==> src/hw/rtl/tile_cache_mark_sweep_top_defines.svh <==
// ---------------------------------------------------------------------------
// Tile cache assertion macros
// Concurrent assertion helpers for the tile cache; they compile away when
// SYNTHESIS is defined.
// ---------------------------------------------------------------------------
`ifndef TILE_CACHE_MARK_SWEEP_TOP_DEFINES_SVH
`define TILE_CACHE_MARK_SWEEP_TOP_DEFINES_SVH

`ifndef SYNTHESIS
`define TCMS_ASSERT_SAME(label, ante, cons) \
    label: assert property (@(posedge i_clk) disable iff (!i_rst_n) \
        (ante) |-> (cons)) else $error("tile cache assertion failed");
`define TCMS_ASSERT_NEXT(label, ante, cons) \
    label: assert property (@(posedge i_clk) disable iff (!i_rst_n) \
        (ante) |=> (cons)) else $error("tile cache assertion failed");
`else
`define TCMS_ASSERT_SAME(label, ante, cons)
`define TCMS_ASSERT_NEXT(label, ante, cons)
`endif

`endif

==> src/hw/rtl/tcms_pkg.sv <==
// ---------------------------------------------------------------------------
// Tile cache package
// Shared types, field widths and parameter defaults for the tile cache.
// ---------------------------------------------------------------------------
`timescale 1ns / 1ps

package tcms_pkg;

    localparam int ENTRIES_DEF    = 64;
    localparam int COORD_BITS_DEF = 20;

    localparam int KIND_W   = 2;
    localparam int LEVEL_W  = 5;
    localparam int TILE_W   = 20;
    localparam int HANDLE_W = 16;
    localparam int STATUS_W = 3;

    typedef enum logic [KIND_W-1:0] {
        KIND_START  = 2'd0,
        KIND_INSERT = 2'd1,
        KIND_QUERY  = 2'd2,
        KIND_SWEEP  = 2'd3
    } t_kind;

    typedef enum logic [STATUS_W-1:0] {
        ST_DONE     = 3'd0,
        ST_HIT      = 3'd1,
        ST_MISS     = 3'd2,
        ST_MISMATCH = 3'd3,
        ST_FULL     = 3'd4
    } t_status;

    typedef struct packed {
        t_kind               kind;
        logic [LEVEL_W-1:0]  level;
        logic [TILE_W-1:0]   tile_x;
        logic [TILE_W-1:0]   tile_y;
        logic [HANDLE_W-1:0] tile_handle;
    } t_item;

    typedef struct packed {
        t_status             status;
        logic [HANDLE_W-1:0] hit_handle;
    } t_result;

    typedef struct packed {
        logic valid;
        logic advance;
    } t_stage_ctrl;

endpackage

==> src/hw/rtl/tile_cache_mark_sweep_top.sv <==
// ---------------------------------------------------------------------------
// Tile cache with mark-and-sweep replacement
// A table of tile entries for one current zoom level. Each input transaction
// starts an update, inserts a tile, queries a tile or sweeps unused entries,
// and gives exactly one result transaction with a status and a hit handle.
// Both channels use valid and ready. A transaction is registered on accept,
// applied to the table against all entries at once when the result stage
// can take it, and its result is registered in the result stage before it
// is offered. One transaction per cycle is sustained while the receiver
// takes results; the table does its key compare over all entries and its
// mark update in one combinational step, registered on each advance.
// The result register frees as it is read, so the block takes a new input
// in the same cycle that the receiver takes a result. When the receiver
// stalls, the result holds, the table stalls, and one more input can still
// be held in the input register before ready falls.
// Reset clears all valid and used marks, the current level and the valid
// flags of both pipeline registers; no clearing pass is needed.
// ---------------------------------------------------------------------------
`timescale 1ns / 1ps
`include "tile_cache_mark_sweep_top_defines.svh"

module tile_cache_mark_sweep_top #(
    parameter int ENTRIES    = tcms_pkg::ENTRIES_DEF,
    parameter int COORD_BITS = tcms_pkg::COORD_BITS_DEF
) (
    input  logic                           i_clk,
    input  logic                           i_rst_n,
    input  logic                           i_in_valid,
    output logic                           o_in_ready,
    input  logic [tcms_pkg::KIND_W-1:0]    i_kind,
    input  logic [tcms_pkg::LEVEL_W-1:0]   i_level,
    input  logic [tcms_pkg::TILE_W-1:0]    i_tile_x,
    input  logic [tcms_pkg::TILE_W-1:0]    i_tile_y,
    input  logic [tcms_pkg::HANDLE_W-1:0]  i_tile_handle,
    output logic                           o_out_valid,
    input  logic                           i_out_ready,
    output logic [tcms_pkg::STATUS_W-1:0]  o_status,
    output logic [tcms_pkg::HANDLE_W-1:0]  o_hit_handle
);
    import tcms_pkg::*;

    t_item              w_in_item;
    t_item              w_item;
    t_stage_ctrl        w_ctrl;
    t_result            w_tbl_result;
    t_result            w_out_result;
    logic               w_advance;
    logic [ENTRIES-1:0] w_match;

    assign w_in_item.kind        = t_kind'(i_kind);
    assign w_in_item.level       = i_level;
    assign w_in_item.tile_x      = i_tile_x;
    assign w_in_item.tile_y      = i_tile_y;
    assign w_in_item.tile_handle = i_tile_handle;

    tcms_in_stage u_in_stage (
        .i_clk      (i_clk),
        .i_rst_n    (i_rst_n),
        .i_in_valid (i_in_valid),
        .o_in_ready (o_in_ready),
        .i_item     (w_in_item),
        .i_advance  (w_advance),
        .o_ctrl     (w_ctrl),
        .o_item     (w_item)
    );

    tcms_table #(
        .ENTRIES    (ENTRIES),
        .COORD_BITS (COORD_BITS)
    ) u_table (
        .i_clk    (i_clk),
        .i_rst_n  (i_rst_n),
        .i_ctrl   (w_ctrl),
        .i_item   (w_item),
        .o_result (w_tbl_result),
        .o_match  (w_match)
    );

    tcms_out_stage u_out_stage (
        .i_clk       (i_clk),
        .i_rst_n     (i_rst_n),
        .i_ctrl      (w_ctrl),
        .i_result    (w_tbl_result),
        .o_advance   (w_advance),
        .o_out_valid (o_out_valid),
        .i_out_ready (i_out_ready),
        .o_result    (w_out_result)
    );

    assign o_status     = w_out_result.status;
    assign o_hit_handle = w_out_result.hit_handle;

    `TCMS_ASSERT_SAME(a_key_unique, w_ctrl.valid, $onehot0(w_match))
    `TCMS_ASSERT_NEXT(a_result_follows, w_ctrl.advance, o_out_valid)
    `TCMS_ASSERT_SAME(a_handle_zero, o_out_valid && (o_status != ST_HIT), o_hit_handle == '0)

endmodule

==> src/hw/rtl/tcms_in_stage.sv <==
// ---------------------------------------------------------------------------
// Tile cache input stage
// Registers one incoming transaction and holds it until the table consumes it.
// ---------------------------------------------------------------------------
`timescale 1ns / 1ps

module tcms_in_stage (
    input  logic                 i_clk,
    input  logic                 i_rst_n,
    input  logic                 i_in_valid,
    output logic                 o_in_ready,
    input  tcms_pkg::t_item      i_item,
    input  logic                 i_advance,
    output tcms_pkg::t_stage_ctrl o_ctrl,
    output tcms_pkg::t_item      o_item
);
    import tcms_pkg::*;

    logic  r_valid;
    t_item r_item;
    logic  w_accept;

    assign o_in_ready = !r_valid || i_advance;
    assign w_accept   = i_in_valid && o_in_ready;

    always_ff @(posedge i_clk) begin
        if (!i_rst_n) begin
            r_valid <= 1'b0;
        end else if (w_accept) begin
            r_valid <= 1'b1;
        end else if (i_advance) begin
            r_valid <= 1'b0;
        end
    end

    always_ff @(posedge i_clk) begin
        if (w_accept) begin
            r_item <= i_item;
        end
    end

    assign o_ctrl.valid   = r_valid;
    assign o_ctrl.advance = r_valid && i_advance;
    assign o_item         = r_item;

endmodule

==> src/hw/rtl/tcms_table.sv <==
// ---------------------------------------------------------------------------
// Tile cache entry table
// Holds all entries with their marks, compares every key in parallel and
// applies one transaction per cycle while the result stage is not stalled.
// ---------------------------------------------------------------------------
`timescale 1ns / 1ps

module tcms_table #(
    parameter int ENTRIES    = tcms_pkg::ENTRIES_DEF,
    parameter int COORD_BITS = tcms_pkg::COORD_BITS_DEF
) (
    input  logic                  i_clk,
    input  logic                  i_rst_n,
    input  tcms_pkg::t_stage_ctrl i_ctrl,
    input  tcms_pkg::t_item       i_item,
    output tcms_pkg::t_result     o_result,
    output logic [ENTRIES-1:0]    o_match
);
    import tcms_pkg::*;

    localparam int KEY_W = 2 * COORD_BITS;

    logic [ENTRIES-1:0]  r_valid;
    logic [ENTRIES-1:0]  r_used;
    logic [LEVEL_W-1:0]  r_level;
    logic                r_known;
    logic [KEY_W-1:0]    r_key    [ENTRIES];
    logic [HANDLE_W-1:0] r_handle [ENTRIES];

    logic [ENTRIES-1:0]  n_valid;
    logic [ENTRIES-1:0]  n_used;
    logic [LEVEL_W-1:0]  n_level;
    logic                n_known;

    logic [KEY_W-1:0]    w_key;
    logic                w_level_ok;
    logic [ENTRIES-1:0]  w_match;
    logic                w_any;
    logic [ENTRIES-1:0]  w_free;
    logic [ENTRIES-1:0]  w_free_low;
    logic [ENTRIES-1:0]  w_sel;
    logic [ENTRIES-1:0]  w_wr;
    logic [HANDLE_W-1:0] w_handle;

    assign w_key      = {COORD_BITS'(i_item.tile_x), COORD_BITS'(i_item.tile_y)};
    assign w_level_ok = r_known && (i_item.level == r_level);

    always_comb begin
        for (int i = 0; i < ENTRIES; i++) begin
            w_match[i] = r_valid[i] && (r_key[i] == w_key);
        end
    end

    always_comb begin
        w_handle = '0;
        for (int i = 0; i < ENTRIES; i++) begin
            w_handle = w_handle | (r_handle[i] & {HANDLE_W{w_match[i]}});
        end
    end

    assign w_any      = |w_match;
    assign w_free     = ~r_valid;
    assign w_free_low = w_free & ((~w_free) + ENTRIES'(1));
    assign w_sel      = w_any ? w_match : w_free_low;

    always_comb begin
        n_valid             = r_valid;
        n_used              = r_used;
        n_level             = r_level;
        n_known             = r_known;
        w_wr                = '0;
        o_result.status     = ST_DONE;
        o_result.hit_handle = '0;
        unique case (i_item.kind)
            KIND_START: begin
                if (!w_level_ok) begin
                    n_level = i_item.level;
                    n_known = 1'b1;
                    n_valid = '0;
                end
                n_used = '0;
            end
            KIND_INSERT: begin
                if (!r_known) begin
                    o_result.status = ST_MISMATCH;
                end else if (w_sel == '0) begin
                    o_result.status = ST_FULL;
                end else begin
                    w_wr    = w_sel;
                    n_valid = r_valid | w_sel;
                    n_used  = r_used & ~w_sel;
                end
            end
            KIND_QUERY: begin
                if (!w_level_ok) begin
                    o_result.status = ST_MISMATCH;
                end else if (w_any) begin
                    o_result.status     = ST_HIT;
                    o_result.hit_handle = w_handle;
                    n_used              = r_used | w_match;
                end else begin
                    o_result.status = ST_MISS;
                end
            end
            KIND_SWEEP: begin
                if (!w_level_ok) begin
                    o_result.status = ST_MISMATCH;
                end else begin
                    n_valid = r_valid & r_used;
                end
            end
            default: begin
                o_result.status = ST_DONE;
            end
        endcase
    end

    always_ff @(posedge i_clk) begin
        if (!i_rst_n) begin
            r_valid <= '0;
            r_used  <= '0;
            r_level <= '0;
            r_known <= 1'b0;
        end else if (i_ctrl.advance) begin
            r_valid <= n_valid;
            r_used  <= n_used;
            r_level <= n_level;
            r_known <= n_known;
        end
    end

    always_ff @(posedge i_clk) begin
        for (int i = 0; i < ENTRIES; i++) begin
            if (i_ctrl.advance && w_wr[i]) begin
                r_key[i]    <= w_key;
                r_handle[i] <= i_item.tile_handle;
            end
        end
    end

    assign o_match = w_match;

endmodule

==> src/hw/rtl/tcms_out_stage.sv <==
// ---------------------------------------------------------------------------
// Tile cache result stage
// Holds one finished result until the receiver takes it.
// ---------------------------------------------------------------------------
`timescale 1ns / 1ps

module tcms_out_stage (
    input  logic                  i_clk,
    input  logic                  i_rst_n,
    input  tcms_pkg::t_stage_ctrl i_ctrl,
    input  tcms_pkg::t_result     i_result,
    output logic                  o_advance,
    output logic                  o_out_valid,
    input  logic                  i_out_ready,
    output tcms_pkg::t_result     o_result
);
    import tcms_pkg::*;

    logic    r_valid;
    t_result r_result;

    assign o_advance = !r_valid || i_out_ready;

    always_ff @(posedge i_clk) begin
        if (!i_rst_n) begin
            r_valid <= 1'b0;
        end else if (i_ctrl.advance) begin
            r_valid <= 1'b1;
        end else if (i_out_ready) begin
            r_valid <= 1'b0;
        end
    end

    always_ff @(posedge i_clk) begin
        if (i_ctrl.advance) begin
            r_result <= i_result;
        end
    end

    assign o_out_valid = r_valid;
    assign o_result    = r_result;

endmodule
==> config.mk <==
export PLATFORM = sky130hd
export DESIGN_NAME = tile_cache_mark_sweep_top
export DESIGN_NICKNAME = d
export VERILOG_FILES = /design/src/hw/rtl/tcms_pkg.sv /design/src/hw/rtl/tile_cache_mark_sweep_top.sv /design/src/hw/rtl/tcms_in_stage.sv /design/src/hw/rtl/tcms_table.sv /design/src/hw/rtl/tcms_out_stage.sv
export VERILOG_INCLUDE_DIRS = /design/src /design/src/hw/rtl
export SDC_FILE = /design/constraint.sdc
export NUM_CORES = 2
export LEC_CHECK = 0
export BUFFER_PORTS_ARGS = -buffer_cell sky130_fd_sc_hd__buf_2
export CAP_MARGIN = 20
export CORE_MARGIN = 2
export CORE_UTILIZATION = 50
export DETAILED_ROUTE_END_ITERATION = 8
export GPL_ROUTABILITY_DRIVEN = 0
export PLACE_DENSITY = 0.67
export SLEW_MARGIN = 20
export SYNTH_ARGS = -nofsm -noshare
export SYNTH_HDL_FRONTEND = slang
export SYNTH_HIERARCHICAL = 1
export SYNTH_SLANG_ARGS = --single-unit
==> constraint.sdc <==
create_clock -name i_clk -period 6.75 [get_ports i_clk]
set_input_delay 1.35 -clock i_clk [delete_from_list [all_inputs] [get_ports i_clk]]
set_output_delay 1.35 -clock i_clk [all_outputs]
set_load 0.005 [all_outputs]
==> impl_results.md <==
* Vias/cell at 6.47
* Synth Net Count at 9544
* Worst rel slew slack at 0.167
* R2r setup slk at 0.40 ns
* Core Area at 308000 µm²
* Total CTS buffers at 381
* FMAX at 157 MHz
* Worst path max stage delay at 1.08 ns
* Pwr dens at 279 nW/µm²
* Status: finished, violations left
* Area post-placement at 164000 µm²
* Startpoint Class: flop
* CP required at 7.60 ns
* Layout cells sized above 1 at 0.131
* Setup TNS at 0 ns
* Syn. warnings at 6
* Total Wirelength at 511 mm
* Sink Count at 3802
* CP max FO at 19
* DRC at 17
* Design area at 176000 µm²
* RSZ-0062 raised after global routing: no
* Hold EP: u_table/r_level[0]
* Final setup vio count at 0
* Measured slew at the worst slew-check pin at 1.25 ns
* GRT Residual Overflow at 0
* Die W at 560 µm
* Syn Inst Count at 9472
* Failing checks: DRC
* DR WL/cell at 35.3 µm
* CP cell instances: buf_4 -> xor2_1 -> nor4_1 -> nand4_1 -> nor4_2 -> buf_4 -> nor4_1 -> and3_1 -> and2_4 -> a31oi_4 -> and4b_1 -> nand3_2 -> nand2_2 -> buf_4 -> mux2i_1
* Hold Path Origin: u_table/r_level[0]
* Initial core utilization at 0.501
* Via count at 93500
* WHS Path Cells at 2
* Number of global-route vias before repair at 89200
* Final cycle utilization of the critical path at 0.941
* CP endpoint kind: flop
* Post-CTS Resized at 0
* Final HPWL DP at 301 mm
* Post-CTS Setup Repair Bufs at 0
* Row cnt at 204
* FILL cells at 23200
* FF-to-FF path depth at 15
* Worst Path Buf+Inv at 3
* Hold Path Class: reg2reg
* Die span in y at 560 µm
* I/O pin total at 88
* Leakage power at 0.0568 µW
* Antenna violations before repair at 37
* CTS tree: done
* Slowest cell on the critical path: edfxtp_1
* Fin. max-slew vios at 0
* Worst skew pair latency at 1.00 ns
* Most frequent cells in the layout: 3666 x edfxtp_1, 1564 x xor2_1, 850 x xnor2_1
* Layout Skew at 0.110 ns
* Syn-to-layout area delta at 14.3%
* Clk pin slew, worst setup/hold paths at 0.06 ns
* RR Endpoint: u_table/r_used[45]
* Post-Syn Area at 154000 µm²
* Tmin final at 6.35 ns
* Maxcap violations at 0
* Commonest non-fill, non-tap cell in the layout: edfxtp_1
* H-tree levels at 5
* Drt initial violations at 16600
* Final ANT Viol Nets at 0
* Largest net degree at the start of global routing at 108
* Worst hold slack at 0.469 ns
* I/O Buffers at 87
* CTS Buffer Depth at 4
* Worst path most repeated cell: buf_4
* Final hold violations at 0
* CTS root buffer: clkbuf_16
* Setup CP Type: reg2reg
* Worst path arrival time at 7.21 ns
* Worst R2R Start: u_in_stage/o_item[32]
* Max IR drop VDD at 0.000337 V
* GR Util All Layers at 0.318
* Dpl ws at 0.760 ns
* Delay-heaviest family, CP: simple AND/OR/NAND/NOR gates
* DR pass1 iterations at 9
* # nets final at 10100
* Final worst slack at 0.398 ns
* Hold_buf cts at 0
* Die ar. at 313000 µm²
* First-pass GRT wire length at 702 mm
* Post-Syn Area per Cell at 16.3 µm²
* Final Power at 49200 µW
## per-layer routing
metal | part of all wire | vias up | track usage
met5 | 0.00032 | - | 0
met3 | 0.13 | 1573 | 0.0832
met2 | 0.44 | 7165 | 0.480
met1 | 0.37 | 47500 | 0.430
met4 | 0.059 | 18 | 0.155
li1 | - | 37300 | -
## stage by stage
step,cells,util
6_report,14500,0.573
3_3_place_gp,13700,0.533
4_1_cts,14400,0.573
5_1_grt,14400,0.573
3_5_place_dp,13700,0.533
2_1_floorplan,9472,-
## tightest hold or removal path, stage by stage, from the launching register on
cell     delay [ns]
dfxtp_1        0.31
nand2_1        0.05
a21oi_1        0.05
## area by class of cell
type | count | area (µm²) | share of cell area
inverters | 125 | 469 | 0.00266
clock inverters | 204 | 2000 | 0.0113
repair buffers | 648 | 6730 | 0.0382
flip-flops and latches | 3802 | 113000 | 0.639
diodes | 19 | 47.5 | 0.000269
multi-input cells | 5042 | 39100 | 0.222
well taps | 4120 | 5150 | 0.0292
clock buffers | 493 | 10200 | 0.0577
## sequential cells by signal (all words and copies together) (netlist names), 5 cells and up
name and flops:
u_in_stage/o_item 63, u_table/r_key 2560, u_out_stage/o_result 19, u_table/r_used 64, u_table/r_handle 1024, u_table/r_valid 64
u_table/r_level 5
## how the worst max path moves through the flow
stage,startpoint,endpoint,cells past startpoint
3_5_place_dp,u_in_stage/o_item[32],u_table/r_used[7],15
4_1_cts,u_in_stage/o_item[32],u_table/r_used[7],15
2_1_floorplan,u_in_stage/o_item[49],u_table/r_handle[0][192],14
5_1_grt,u_in_stage/o_item[32],u_table/r_used[30],15
3_3_place_gp,u_in_stage/o_item[27],u_table/r_used[7],16
6_report,u_in_stage/o_item[32],u_table/r_used[45],15
## power breakdown
group / total [µW] / switching (µW) / internal [µW] / leakage [µW]
clock network: 20900 / 9130 / 11800 / 0.00591
registers: 25900 / 63.4 / 25900 / 0.0341
logic: 2290 / 1610 / 680 / 0.0168
total: 49200 / 10800 / 38400 / 0.0568
No activity file was read; power rests on OpenSTA's default activity.
